<file path="config.mk">
export PLATFORM = sky130hd
export DESIGN_NAME = steer_torque_command_controller
export DESIGN_NICKNAME = d
export VERILOG_FILES = /design/src/rtl/stcc_pkg.sv /design/src/rtl/stcc_slew.sv /design/src/rtl/steer_torque_command_controller.sv
export SDC_FILE = /design/constraint.sdc
export NUM_CORES = 1
export LEC_CHECK = 0
export BUFFER_PORTS_ARGS = -buffer_cell sky130_fd_sc_hd__buf_2
export CELL_PAD_IN_SITES_DETAIL_PLACEMENT = 1
export CELL_PAD_IN_SITES_GLOBAL_PLACEMENT = 2
export CORE_AREA = 8 8 186 232
export CTS_BUF_LIST = sky130_fd_sc_hd__clkbuf_8
export DETAILED_ROUTE_END_ITERATION = 6
export DIE_AREA = 0 0 194 240
export HOLD_SLACK_MARGIN = 0.02
export PLACE_DENSITY_LB_ADDON = 0.1
export RECOVER_POWER = 25
export SYNTH_ARGS = -nofsm -noshare
export SYNTH_HDL_FRONTEND = slang
export SYNTH_SLANG_ARGS = --single-unit
</file>
<file path="constraint.sdc">
create_clock -name i_clk -period 6.4 [get_ports i_clk]
set_clock_uncertainty 0.1 [all_clocks]
set_input_delay 1.28 -clock i_clk [delete_from_list [all_inputs] [get_ports i_clk]]
set_output_delay 1.28 -clock i_clk [all_outputs]
set_load 0.005 [all_outputs]
</file>
<file path="src/rtl/stcc_pkg.sv">
`default_nettype none
package stcc_pkg;

    localparam logic [7:0] CENTER = 8'd128;

    localparam logic [1:0] CMD_KEY    = 2'd0;
    localparam logic [1:0] CMD_SENSOR = 2'd1;
    localparam logic [1:0] CMD_TX     = 2'd2;
    localparam logic [1:0] CMD_MS     = 2'd3;

    localparam logic [2:0] CFG_ENGAGED_MODE    = 3'd0;
    localparam logic [2:0] CFG_KEY_STEP        = 3'd1;
    localparam logic [2:0] CFG_OFFSET_LIMIT    = 3'd2;
    localparam logic [2:0] CFG_SLEW_RATE       = 3'd3;
    localparam logic [2:0] CFG_TIMEOUT_MS      = 3'd4;
    localparam logic [2:0] CFG_SPIKE_THRESHOLD = 3'd5;

    localparam logic [7:0] KEY_LEFT_LO  = 8'h61;
    localparam logic [7:0] KEY_LEFT_UP  = 8'h41;
    localparam logic [7:0] KEY_RIGHT_LO = 8'h64;
    localparam logic [7:0] KEY_RIGHT_UP = 8'h44;
    localparam logic [7:0] KEY_SPACE    = 8'h20;
    localparam logic [7:0] KEY_STOP_LO  = 8'h78;
    localparam logic [7:0] KEY_STOP_UP  = 8'h58;
    localparam logic [7:0] KEY_SAFE     = 8'h73;

    typedef struct packed {
        logic [2:0]  engaged_mode;
        logic [6:0]  key_step;
        logic [6:0]  offset_limit;
        logic [12:0] slew_rate;
        logic [19:0] timeout_ms;
        logic [7:0]  spike_threshold;
    } t_cfg;

    localparam t_cfg CFG_RESET = '{
        engaged_mode:    3'd1,
        key_step:        7'd6,
        offset_limit:    7'd30,
        slew_rate:       13'd77,
        timeout_ms:      20'd3000,
        spike_threshold: 8'd12
    };

endpackage
`default_nettype wire

</file>
<file path="src/rtl/stcc_slew.sv">
`default_nettype none
module stcc_slew #(
    parameter int FRAC_BITS = 8
) (
    input  wire logic                   i_enable,
    input  wire logic [FRAC_BITS+7:0]   i_applied,
    input  wire logic [7:0]             i_goal,
    input  wire logic [12:0]            i_slew,
    output logic      [FRAC_BITS+7:0]   o_applied,
    output logic      [7:0]             o_torque
);
    localparam int AW = FRAC_BITS + 8;
    localparam int SW = ((AW > 13) ? AW : 13) + 1;

    logic [AW-1:0] w_goal;
    logic [SW-1:0] w_app_x;
    logic [SW-1:0] w_goal_x;
    logic [SW-1:0] w_slew_x;
    logic [AW-1:0] w_next;
    logic [AW:0]   w_round;

    assign w_goal   = {i_goal, {FRAC_BITS{1'b0}}};
    assign w_app_x  = SW'(i_applied);
    assign w_goal_x = SW'(w_goal);
    assign w_slew_x = SW'(i_slew);

    always_comb begin
        w_next = i_applied;
        if (i_enable) begin
            if (w_app_x < w_goal_x) begin
                w_next = ((w_goal_x - w_app_x) > w_slew_x) ? AW'(w_app_x + w_slew_x) : w_goal;
            end else if (w_app_x > w_goal_x) begin
                w_next = ((w_app_x - w_goal_x) > w_slew_x) ? AW'(w_app_x - w_slew_x) : w_goal;
            end
        end
    end

    // round half up and drop the fraction
    assign w_round   = {1'b0, w_next} + (AW+1)'(2 ** (FRAC_BITS - 1));
    assign o_applied = w_next;
    assign o_torque  = w_round[FRAC_BITS+7:FRAC_BITS];
endmodule
`default_nettype wire

</file>
<file path="src/rtl/steer_torque_command_controller.sv">
`default_nettype none
// Steering torque command controller. One item enters per clock: key bytes, torque sensor
// frames, 100 Hz transmit ticks and millisecond ticks, selected by the input tuser code.
// Every item yields exactly one result item, passing the input register and then a
// single-pass state update into the result register; sustained throughput is one item
// per cycle, limited only by output back-pressure, which stalls both stages together.
// A result with tuser set is a command frame; mode_byte and torque_byte always report the
// state after the item. Configuration writes are taken in any cycle and apply at once.
module steer_torque_command_controller #(
    parameter int FRAC_BITS = 8,
    parameter int IDLE_BITS = 20
) (
    input  wire logic        i_clk,
    input  wire logic        i_rst_n,
    input  wire logic        i_s_tvalid,
    output logic             o_s_tready,
    input  wire logic [23:0] i_s_tdata,  // key_code, sensor_a, sensor_b
    input  wire logic [1:0]  i_s_tuser,  // command
    output logic             o_m_tvalid,
    input  wire logic        i_m_tready,
    output logic      [15:0] o_m_tdata,  // mode_byte, torque_byte, override_hit, deadman_hit
    output logic             o_m_tuser,  // frame_valid
    input  wire logic        i_cfg_valid,
    output logic             o_cfg_ready,
    input  wire logic [2:0]  i_cfg_index,
    input  wire logic [19:0] i_cfg_data
);
    import stcc_pkg::*;

    localparam int AW = FRAC_BITS + 8;
    localparam int CW = (IDLE_BITS > 20) ? IDLE_BITS : 20;

    t_cfg r_cfg;

    logic           r_in_valid;
    logic [1:0]     r_in_cmd;
    logic [7:0]     r_in_key;
    logic [7:0]     r_in_sa;
    logic [7:0]     r_in_sb;

    logic [2:0]           r_mode;
    logic [7:0]           r_target;
    logic [AW-1:0]        r_applied;
    logic [IDLE_BITS-1:0] r_idle;
    logic                 r_seen;
    logic [7:0]           r_base_a;
    logic [7:0]           r_base_b;

    logic [2:0]           n_mode;
    logic [7:0]           n_target;
    logic [IDLE_BITS-1:0] n_idle;
    logic                 n_seen;
    logic [7:0]           n_base_a;
    logic [7:0]           n_base_b;
    logic                 n_override;
    logic                 n_deadman;

    logic           r_out_valid;
    logic           r_out_frame;
    logic [2:0]     r_out_mode;
    logic [7:0]     r_out_torque;
    logic           r_out_override;
    logic           r_out_deadman;

    logic           w_adv;
    logic           w_step;
    logic           w_left;
    logic           w_right;
    logic signed [9:0] w_sum;
    logic signed [9:0] w_hi;
    logic signed [9:0] w_lo;
    logic [7:0]     w_clamped;
    logic [7:0]     w_da;
    logic [7:0]     w_db;
    logic [7:0]     w_goal;
    logic [AW-1:0]  w_applied;
    logic [7:0]     w_torque;

    assign w_adv      = !r_out_valid || i_m_tready;
    assign o_s_tready = !r_in_valid || w_adv;
    assign w_step     = r_in_valid && w_adv;
    assign o_cfg_ready = 1'b1;

    always_ff @(posedge i_clk) begin
        if (!i_rst_n) begin
            r_cfg <= CFG_RESET;
        end else if (i_cfg_valid) begin
            unique case (i_cfg_index)
                CFG_ENGAGED_MODE:    r_cfg.engaged_mode    <= i_cfg_data[2:0];
                CFG_KEY_STEP:        r_cfg.key_step        <= i_cfg_data[6:0];
                CFG_OFFSET_LIMIT:    r_cfg.offset_limit    <= i_cfg_data[6:0];
                CFG_SLEW_RATE:       r_cfg.slew_rate       <= i_cfg_data[12:0];
                CFG_TIMEOUT_MS:      r_cfg.timeout_ms      <= i_cfg_data;
                CFG_SPIKE_THRESHOLD: r_cfg.spike_threshold <= i_cfg_data[7:0];
                default: ;
            endcase
        end
    end

    always_ff @(posedge i_clk) begin
        if (!i_rst_n) begin
            r_in_valid <= 1'b0;
        end else if (o_s_tready) begin
            r_in_valid <= i_s_tvalid;
        end
    end

    always_ff @(posedge i_clk) begin
        if (i_s_tvalid && o_s_tready) begin
            r_in_cmd <= i_s_tuser;
            r_in_key <= i_s_tdata[7:0];
            r_in_sa  <= i_s_tdata[15:8];
            r_in_sb  <= i_s_tdata[23:16];
        end
    end

    // steer keys with clamp around center
    assign w_left  = (r_in_key == KEY_LEFT_LO) || (r_in_key == KEY_LEFT_UP);
    assign w_right = (r_in_key == KEY_RIGHT_LO) || (r_in_key == KEY_RIGHT_UP);
    assign w_hi    = $signed({2'b00, CENTER}) + $signed({3'b000, r_cfg.offset_limit});
    assign w_lo    = $signed({2'b00, CENTER}) - $signed({3'b000, r_cfg.offset_limit});
    assign w_sum   = w_left ? $signed({2'b00, r_target}) - $signed({3'b000, r_cfg.key_step})
                            : $signed({2'b00, r_target}) + $signed({3'b000, r_cfg.key_step});

    always_comb begin
        priority if (w_sum > w_hi) begin
            w_clamped = w_hi[7:0];
        end else if (w_sum < w_lo) begin
            w_clamped = w_lo[7:0];
        end else begin
            w_clamped = w_sum[7:0];
        end
    end

    assign w_goal = (r_mode == 3'd0) ? CENTER : r_target;

    stcc_slew #(
        .FRAC_BITS (FRAC_BITS)
    ) u_slew (
        .i_enable  (r_in_cmd == CMD_TX),
        .i_applied (r_applied),
        .i_goal    (w_goal),
        .i_slew    (r_cfg.slew_rate),
        .o_applied (w_applied),
        .o_torque  (w_torque)
    );

    always_comb begin
        n_mode     = r_mode;
        n_target   = r_target;
        n_idle     = r_idle;
        n_seen     = r_seen;
        n_base_a   = r_base_a;
        n_base_b   = r_base_b;
        n_override = 1'b0;
        n_deadman  = 1'b0;
        w_da       = 8'd0;
        w_db       = 8'd0;
        unique case (r_in_cmd)
            CMD_KEY: begin
                n_idle = '0;
                priority if (w_left || w_right) begin
                    n_mode   = r_cfg.engaged_mode;
                    n_target = w_clamped;
                end else if (r_in_key == KEY_SPACE) begin
                    n_target = CENTER;
                end else if ((r_in_key == KEY_STOP_LO) || (r_in_key == KEY_STOP_UP)
                             || (r_in_key == KEY_SAFE)) begin
                    n_mode   = 3'd0;
                    n_target = CENTER;
                end
            end
            CMD_SENSOR: begin
                if (!r_seen) begin
                    n_seen   = 1'b1;
                    n_base_a = r_in_sa;
                    n_base_b = r_in_sb;
                end
                w_da = (r_in_sa > n_base_a) ? r_in_sa - n_base_a : n_base_a - r_in_sa;
                w_db = (r_in_sb > n_base_b) ? r_in_sb - n_base_b : n_base_b - r_in_sb;
                if (((w_da > r_cfg.spike_threshold) || (w_db > r_cfg.spike_threshold))
                    && (r_mode != 3'd0)) begin
                    n_mode     = 3'd0;
                    n_target   = CENTER;
                    n_override = 1'b1;
                end
            end
            CMD_TX: ;
            CMD_MS: begin
                if (r_idle != '1) begin
                    n_idle = r_idle + IDLE_BITS'(1);
                end
            end
            default: ;
        endcase
        // deadman
        if ((n_mode != 3'd0) && (CW'(n_idle) > CW'(r_cfg.timeout_ms))) begin
            n_target = CENTER;
            if (w_torque == CENTER) begin
                n_mode    = 3'd0;
                n_deadman = 1'b1;
            end
        end
    end

    always_ff @(posedge i_clk) begin
        if (!i_rst_n) begin
            r_mode    <= 3'd0;
            r_target  <= CENTER;
            r_applied <= {CENTER, {FRAC_BITS{1'b0}}};
            r_idle    <= '0;
            r_seen    <= 1'b0;
            r_base_a  <= CENTER;
            r_base_b  <= CENTER;
        end else if (w_step) begin
            r_mode    <= n_mode;
            r_target  <= n_target;
            r_applied <= w_applied;
            r_idle    <= n_idle;
            r_seen    <= n_seen;
            r_base_a  <= n_base_a;
            r_base_b  <= n_base_b;
        end
    end

    always_ff @(posedge i_clk) begin
        if (!i_rst_n) begin
            r_out_valid <= 1'b0;
        end else if (w_adv) begin
            r_out_valid <= r_in_valid;
        end
    end

    always_ff @(posedge i_clk) begin
        if (w_step) begin
            r_out_frame    <= (r_in_cmd == CMD_TX);
            r_out_mode     <= n_mode;
            r_out_torque   <= w_torque;
            r_out_override <= n_override;
            r_out_deadman  <= n_deadman;
        end
    end

    assign o_m_tvalid = r_out_valid;
    assign o_m_tuser  = r_out_frame;
    assign o_m_tdata  = {3'b000, r_out_deadman, r_out_override, r_out_torque, r_out_mode};

    a_step_result: assert property (@(posedge i_clk) disable iff (!i_rst_n)
        w_step |=> r_out_valid)
        else $error("accepted item produced no result");

    a_deadman_safe: assert property (@(posedge i_clk) disable iff (!i_rst_n)
        (r_out_valid && r_out_deadman) |-> ((r_out_mode == 3'd0) && (r_out_torque == CENTER)))
        else $error("deadman result not safe at center");

    a_override_safe: assert property (@(posedge i_clk) disable iff (!i_rst_n)
        (r_out_valid && r_out_override) |-> ((r_out_mode == 3'd0) && !r_out_frame))
        else $error("override result inconsistent");

endmodule
`default_nettype wire

</file>
# After elaboration in Yosys (flattened, before gate mapping)

Cells that the tools add are included.

Output and inout port bits: 20
Register bits: 164

Add/sub/neg operators: 14
Magnitude comparators: 11
Equality and inequality tests: 20
Mux-type cells: 32
Reductions and logical operators: 28

Operators with widths:

| kind                                                            | count |
|---|---|
| 8-bit 2-to-1 mux                                                | 14 |
| 16-bit 2-to-1 mux                                               | 5 |
| 8-bit by 7-bit == test with 1-bit output, second input constant | 7 |
| 20-bit one-hot mux with 2 select lines                          | 1 |
| 17-bit by 13-bit > comparator with 1-bit output                 | 2 |
| 16-bit by 16-bit subtractor with 17-bit output                  | 2 |
| 8-bit > comparator                                              | 4 |
| 8-bit subtractor                                                | 4 |
| 20-bit by 1-bit adder with 20-bit output, second input constant | 1 |
| 20-bit > comparator                                             | 1 |
| 20-bit 2-to-1 mux                                               | 1 |
| 20-bit != test, second input constant                           | 1 |
| 3-bit 2-to-1 mux                                                | 6 |
| 16-bit by 13-bit adder with 16-bit output                       | 1 |
| 16-bit by 8-bit adder with 16-bit output, second input constant | 1 |
| 16-bit > comparator                                             | 1 |
| 16-bit < comparator                                             | 1 |
| 8-bit one-hot mux with 2 select lines                           | 1 |
| 16-bit by 13-bit subtractor with 16-bit output                  | 1 |
| 2-bit AND reduction                                             | 7 |
| 10-bit > comparator                                             | 1 |
| 10-bit by 9-bit < comparator with 1-bit output                  | 1 |
| 10-bit 2-to-1 mux                                               | 1 |
| 8-bit by 7-bit adder with 9-bit output                          | 1 |
| other kinds (21)                                                | 39 |

# Logic depth before layout (Yosys ltp)

Depth in word-level cells: 13
Gate-level depth with buffers: 35
Mapped depth without buffers: 32

# Cells and area by module

Synthesis repeated with hierarchy kept, for this count alone.

Cell total of the unflattened synthesis: 1699
Area, all modules: 13909.6 sq um

By module, submodules not included:

| module                          | area each (sq um) | cells an instance | seq. area each (sq um) | times used |
|---|---|---|---|---|
| steer_torque_command_controller | 10273.6           | 1167              | 3683.5                 | 1 |
| stcc_slew                       | 3636.0            | 532               | 0.0                    | 1 |

# Least setup slack after synthesis

Ideal clock, no wire load.

Path type: reg2reg
Start: register r_seen
End: register r_target[7]
Library setup time: 0.138 ns
Cell stages (with the launch flop): 36
Data arrival time: 6.512 ns
Slack: -0.350 ns
Cells stage by stage: dfxtp_1 clkbuf_1 clkbuf_1 mux2i_1 inv_1 ha_1 inv_1 fa_1 a21o_1 a21oi_1 nor2b_1 o21a_1 o21ai_0 nand2b_1 a21oi_1 nor2_1 clkbuf_1 a221oi_1 o21ai_0 a31oi_1 xnor2_1 ha_1 a21oi_1 nor2b_1 o21ai_0 nand2b_1 o22ai_1 a211oi_1 o21ai_0 nand2_1 a21oi_1 o21ai_1 or4_1 clkbuf_1 a2111oi_0 o21ai_0

Word-level cells in the longest chain between the ends: 13
Elaborated cells on any way between the ends: 25

RTL lines:

| item                                                         | RTL line                                                                       | text |
|---|---|---|
| start: declaration                                           | steer_torque_command_controller.sv:45                                          | `logic r_seen;` |
| start signal: assignment                                     | steer_torque_command_controller.sv:220                                         | `r_seen <= n_seen;` |
| 8-bit 2-to-1 mux                                             | steer_torque_command_controller.sv:174                                         | `if (!r_seen) begin` |
| 8-bit 2-to-1 mux                                             | steer_torque_command_controller.sv:159                                         | `unique case (r_in_cmd)` |
| 8-bit subtractor, or another cell as far along               | steer_torque_command_controller.sv:179                                         | `w_da = (r_in_sa > n_base_a) ? r_in_sa - n_base_a : n_base_a - r_in_sa;` |
| 8-bit 2-to-1 mux (on tied branches)                          | steer_torque_command_controller.sv:179, steer_torque_command_controller.sv:180 |  |
| 8-bit > comparator                                           | steer_torque_command_controller.sv:181                                         | `if (((w_da > r_cfg.spike_threshold) \|\| (w_db > r_cfg.spike_threshold))` |
| 1-bit logical OR (*)                                         | steer_torque_command_controller.sv:181                                         |  |
| 1-bit logical AND (*)                                        | steer_torque_command_controller.sv:182                                         | `&& (r_mode != 3'd0)) begin` |
| 3-bit 2-to-1 mux                                             | steer_torque_command_controller.sv:181                                         |  |
| 3-bit one-hot mux with 2 select lines                        | steer_torque_command_controller.sv:159                                         |  |
| 3-bit nonzero test                                           | steer_torque_command_controller.sv:197                                         | `if ((n_mode != 3'd0) && (CW'(n_idle) > CW'(r_cfg.timeout_ms))) begin` |
| 1-bit logical AND                                            | steer_torque_command_controller.sv:197                                         |  |
| 5-bit != test (no source line), or another cell as far along | n/a                                                                            |  |
| 4-bit AND reduction (no source line)                         | n/a                                                                            |  |
| end signal: assignment                                       | steer_torque_command_controller.sv:217                                         | `r_target <= n_target;` |
| end: declaration                                             | steer_torque_command_controller.sv:42                                          | `logic [7:0] r_target;` |

Mark *: on every way between the ends. The rest lies on a longest branch, timed or not. The select of a mux whose other input is x is not followed.
A chain may end at the register's enable or synchronous reset.

# Worst setup path after layout

Start: register r_mode[2]
End: register r_mode[1]

Word-level cells in the longest chain between the ends: 12
Elaborated cells on any way between the ends: 26

RTL lines:

| item                                            | RTL line                               | text |
|---|---|---|
| start: declaration                              | steer_torque_command_controller.sv:41  | `logic [2:0] r_mode;` |
| start signal: assignment                        | steer_torque_command_controller.sv:216 | `r_mode <= n_mode;` |
| 3-bit zero test (*)                             | steer_torque_command_controller.sv:135 | `assign w_goal = (r_mode == 3'd0) ? CENTER : r_target;` |
| 8-bit 2-to-1 mux (*)                            | steer_torque_command_controller.sv:135 |  |
| 16-bit by 16-bit subtractor with 17-bit output  | stcc_slew.sv:33                        | `w_next = ((w_app_x - w_goal_x) > w_slew_x) ? AW'(w_app_x - w_slew_x) : w_goal;` |
| 17-bit by 13-bit > comparator with 1-bit output | stcc_slew.sv:33                        |  |
| 16-bit 2-to-1 mux                               | stcc_slew.sv:33                        |  |
| 16-bit 2-to-1 mux                               | stcc_slew.sv:32                        | `end else if (w_app_x > w_goal_x) begin` |
| 16-bit 2-to-1 mux (*)                           | stcc_slew.sv:30                        | `if (w_app_x < w_goal_x) begin` |
| 16-bit 2-to-1 mux (*)                           | stcc_slew.sv:29                        | `if (i_enable) begin` |
| 16-bit by 8-bit adder with 16-bit output (*)    | stcc_slew.sv:39                        | `assign w_round = {1'b0, w_next} + (AW+1)'(2 ** (FRAC_BITS - 1));` |
| net u_slew.o_torque[4]                          | stcc_slew.sv:10                        | `output logic [7:0] o_torque` |
| 8-bit == test (*)                               | steer_torque_command_controller.sv:199 | `if (w_torque == CENTER) begin` |
| 3-bit 2-to-1 mux (*)                            | steer_torque_command_controller.sv:199 |  |
| 3-bit 2-to-1 mux (*)                            | steer_torque_command_controller.sv:197 |  |

Mark *: on every way through the listed nets, which the timed path passes. The rest lies on a longest branch.

==> impl_metrics.yaml <==
layout:
  filler_cell_count: 4801
  finish.instance_area_mm2: 0.0156
  final_core_utilization_pct: 39.4
  finalNonFillerCells: 2299
  layout.nets: 2006
  area_delta_synth_final_pct: 14.6
  layout-drive-gt1-share_pct: 14.3
placement:
  placement.setup.worst_slack_ns: -0.118
  place_hpwl_um: 37400
  dp_cell_count: 2265
  port_buffers: 69
  place_area_mm2: 0.0151
  gp_congestion: 0.899
synth:
  yosys.cell_types.count: 79
  ys_warn_count: 0
  synth.cell_area_mm2: 0.0136
  post_synth.cell_area_avg_um2: 8.24
  synth_seq_area_share_pct: 27.0
  synth_edf_count: 40
  synthArstFlopShare_pct: 0
  synth_cells: 1655
  yosys_register_bits: 164
  yosys_most_used_dff: "sky130_fd_sc_hd__dfxtp_1"
timing:
  final.setup.worst_slack_ns: 0.344
  achievable-frequency_mhz: 165
  timing_hold_violations_final: 0
  slew_worst_pin_ns: 1.52
  period_minus_slack_ns: 6.06
  timing.max_slew.rel_slack_pct: -1.21
  finalCritPeriodShare_pct: 94.6
  drv_slew: 27
  setup-violations-final: 0
grt:
  grt_most_used_layer: "met2"
  grt_antenna_before_repair: 2
  grt_use_met1_pct: 22.1
  groute.usage.overall_pct: 19.6
  globalRouteMet2Util_pct: 37.2
  vias_in_the_first_global_route: 13200
  globalRoute.totalOverflow: 0
  maximum_number_of_pins_on_one_net_before_global_route_repair: 72
  wire_length_of_the_first_global_routing_pass_um: 72800
  use_met3_pct: 2.49
worst_hold_path:
  hold_path.class: "flop to flop"
  hold-path-endpoint: "r_cfg[25]$_SDFFE_PN0P_"
  hold_path_depth: 2
  startpoint_of_the_lowest_slack_hold_path: "r_cfg[25]$_SDFFE_PN0P_"
floorplanning:
  design.core.area_mm2: 0.0396
  floorplan.io_pins: 74
  die_h_um: 240
  initial_utilization_pct: 34.4
  dieArea_mm2: 0.0466
  die_w_um: 194
  num_rows: 82
clock_tree:
  cts_made_buffers: 17
  h-tree-depth: 4
  clockRootBuffer: "sky130_fd_sc_hd__clkbuf_8"
  cts.path.max_buffers: 2
  holdBufCountCts: 0
  cts.reportedPaths.clkPinSlew_ns: 0.10
  cts_num_sinks: 164
  insertion_delay_ns: 0.49
  tritoncts: "yes"
run:
  number_of_maximum_capacitance_violations: 1
critical_path:
  cell_depth_of_the_worst_flop_to_flop_path: 26
  reg2reg_from: "r_mode[2]$_SDFFE_PN0P_"
  maximum_single_stage_delay_on_the_critical_path_ns: 0.52
  critical_path.top_delay_family: "simple AND/OR/NAND/NOR gates"
  critPathRequiredTime_ns: 6.69
  critPathSlowestCell: "sky130_fd_sc_hd__or4b_1"
  worstSetupEndpointType: "flop"
  ff2ff_setup_slack_ns: 0.34
  cp-start-kind: "flop"
  cp_data_arrival_time_ns: 6.34
  critPathKind: "flop to flop"
  path_max_fanout: 5
  rr_endpoint: "r_mode[1]$_SDFFE_PN0P_"
  cp_num_buf_inv: 6
  cp_common_cell: "sky130_fd_sc_hd__buf_4"
power:
  power_per_cell_area_mw_per_mm2: 187
  power.leakage_nw: 7.02
  total_power_mw: 2.92
  worst_ir_drop_vdd_v: 0.0000931
drt:
  drt_drc_violations_left: 0
  detail_route.vias_per_cell: 5.37
  vias: 12400
  drt.antenna.violating_nets: 0
  drt_pre_antenna_iters: 5
  postRouteWirelength_um: 45700
  first_iter_violations: 486
  avgRoutedWirePerCell_um: 19.9
outcome:
  failing_checks: "capacitance limit, slew limit"
  result_of_the_run: "finished with violations"
## registers in the layout, summed over array words and instances (netlist names), 2 cells and up
name / count
r_in_cmd: 2
r_cfg: 58
r_base_b: 8
r_out_torque: 8
r_in_sb: 8
r_base_a: 8
r_mode: 3
r_out_mode: 3
r_target: 8
r_in_sa: 8
r_idle: 20
r_applied: 16
r_in_key: 8
## final cells by class
cell class | instances | area (um2) | share of cell area [%]
multi-input cells | 1281 | 9240 | 59.2
flip-flops and latches | 164 | 3680 | 23.6
repair buffers | 178 | 1170 | 7.47
well taps | 504 | 631 | 4.04
diodes | 1 | 2.50 | 0.0160
clock buffers | 18 | 248 | 1.59
clock inverters | 14 | 125 | 0.801
inverters | 139 | 522 | 3.34
## cells in the final DEF, fill, tap and decap left out, drive strengths merged, types with 31 or more instances in the layout
cell type  count
ha           162
nor2          95
nand2        215
o21ai         66
buf          173
o21a          31
dfxtp        124
a21boi        54
inv          142
xnor2         43
nand3         31
a21o          37
mux2i         46
edfxtp        40
a21oi         92
nor2b         43
## worst reg2reg max path, delay by kind of cell, from the launching register on
kind	cells	cell delay, ns
AO/OA/AOI/OAI	5	0.83
adder cells (fa/ha/maj)	2	0.58
flip-flops	1	0.33
buffers and inverters	6	0.71
XOR/XNOR	2	0.40
AND/OR/NAND/NOR	11	3.02
## metal layers
| metal | wire length (um) | part of all wire (%) |
|---|---|---|
| met5 | 27 | 0.059 |
| met4 | 1370 | 3.0 |
| met3 | 1060 | 2.3 |
| met2 | 23800 | 52 |
| met1 | 19500 | 43 |
## cells in the mapped netlist (18+ instances only)
master	instances	share of area (%)
sky130_fd_sc_hd__a21o_1	37	2.0
sky130_fd_sc_hd__inv_1	137	3.8
sky130_fd_sc_hd__a21oi_1	92	3.4
sky130_fd_sc_hd__nand4_1	21	0.96
sky130_fd_sc_hd__ha_1	162	15
sky130_fd_sc_hd__a21boi_0	54	3.0
sky130_fd_sc_hd__xnor2_1	43	2.8
sky130_fd_sc_hd__xor2_1	28	1.8
sky130_fd_sc_hd__nor2b_1	43	2.0
sky130_fd_sc_hd__o21a_1	31	1.7
sky130_fd_sc_hd__nand3_1	31	1.1
sky130_fd_sc_hd__clkbuf_1	62	1.7
sky130_fd_sc_hd__nand2b_1	18	0.83
sky130_fd_sc_hd__nand2_1	214	5.9
sky130_fd_sc_hd__o21ai_0	62	2.3
sky130_fd_sc_hd__nor2_1	95	2.6
sky130_fd_sc_hd__o211a_1	18	1.3
sky130_fd_sc_hd__o211ai_1	27	1.5
sky130_fd_sc_hd__edfxtp_1	40	8.8
sky130_fd_sc_hd__mux2i_1	46	3.4
sky130_fd_sc_hd__dfxtp_1	124	18
sky130_fd_sc_hd__nor3_1	25	0.92
## worst max path at each step
stage	from	end	slack, ns	depth (start not counted)
detailed placement	r_seen$_SDFFE_PN0P_	r_target[7]$_SDFFE_PN1P_	-0.12	33
global route	r_seen$_SDFFE_PN0P_	r_mode[1]$_SDFFE_PN0P_	-0.02	33
finish	r_mode[2]$_SDFFE_PN0P_	r_mode[1]$_SDFFE_PN0P_	0.34	26
global placement	r_seen$_SDFFE_PN0P_	r_target[7]$_SDFFE_PN1P_	0.07	33
floorplan	r_seen$_SDFFE_PN0P_	r_target[7]$_SDFFE_PN1P_	0.02	35
CTS	r_seen$_SDFFE_PN0P_	r_target[7]$_SDFFE_PN1P_	0.02	33
## stage by stage
stage	setup TNS, ns	hold slack [ns]
after floorplan	0	0.343
after global placement	0	0.354
after detailed placement	-0.790	0.365
after CTS	0	0.379
after global routing	-0.0396	0.395
final	0	0.372
## power breakdown
group	leakage (nW)	internal [mW]	switching, mW
combinational	5.44	0.456	0.577
sequential	1.39	1.10	0.0269
clock	0.188	0.322	0.443
total	7.02	1.88	1.05
## kinds of logic after synthesis
group	count (synthesis)	share of synthesized area [%]
fa+ha+maj	171	16.2
xor+xnor	71	4.56
simple gates	529	18.8
buf+inv	212	6.14
other cells	2	0.0551
mux	60	4.53
flops	164	27.0
compound gates	446	22.7
## what timing repair did
item,4_1_cts,5_1_grt
buffers inserted,0,1
endpoints found under the hold margin,0,0
setup endpoints to repair,13,15
pin swaps,0,11
resized for setup,1,33
Power figures use the tool's default switching activity.
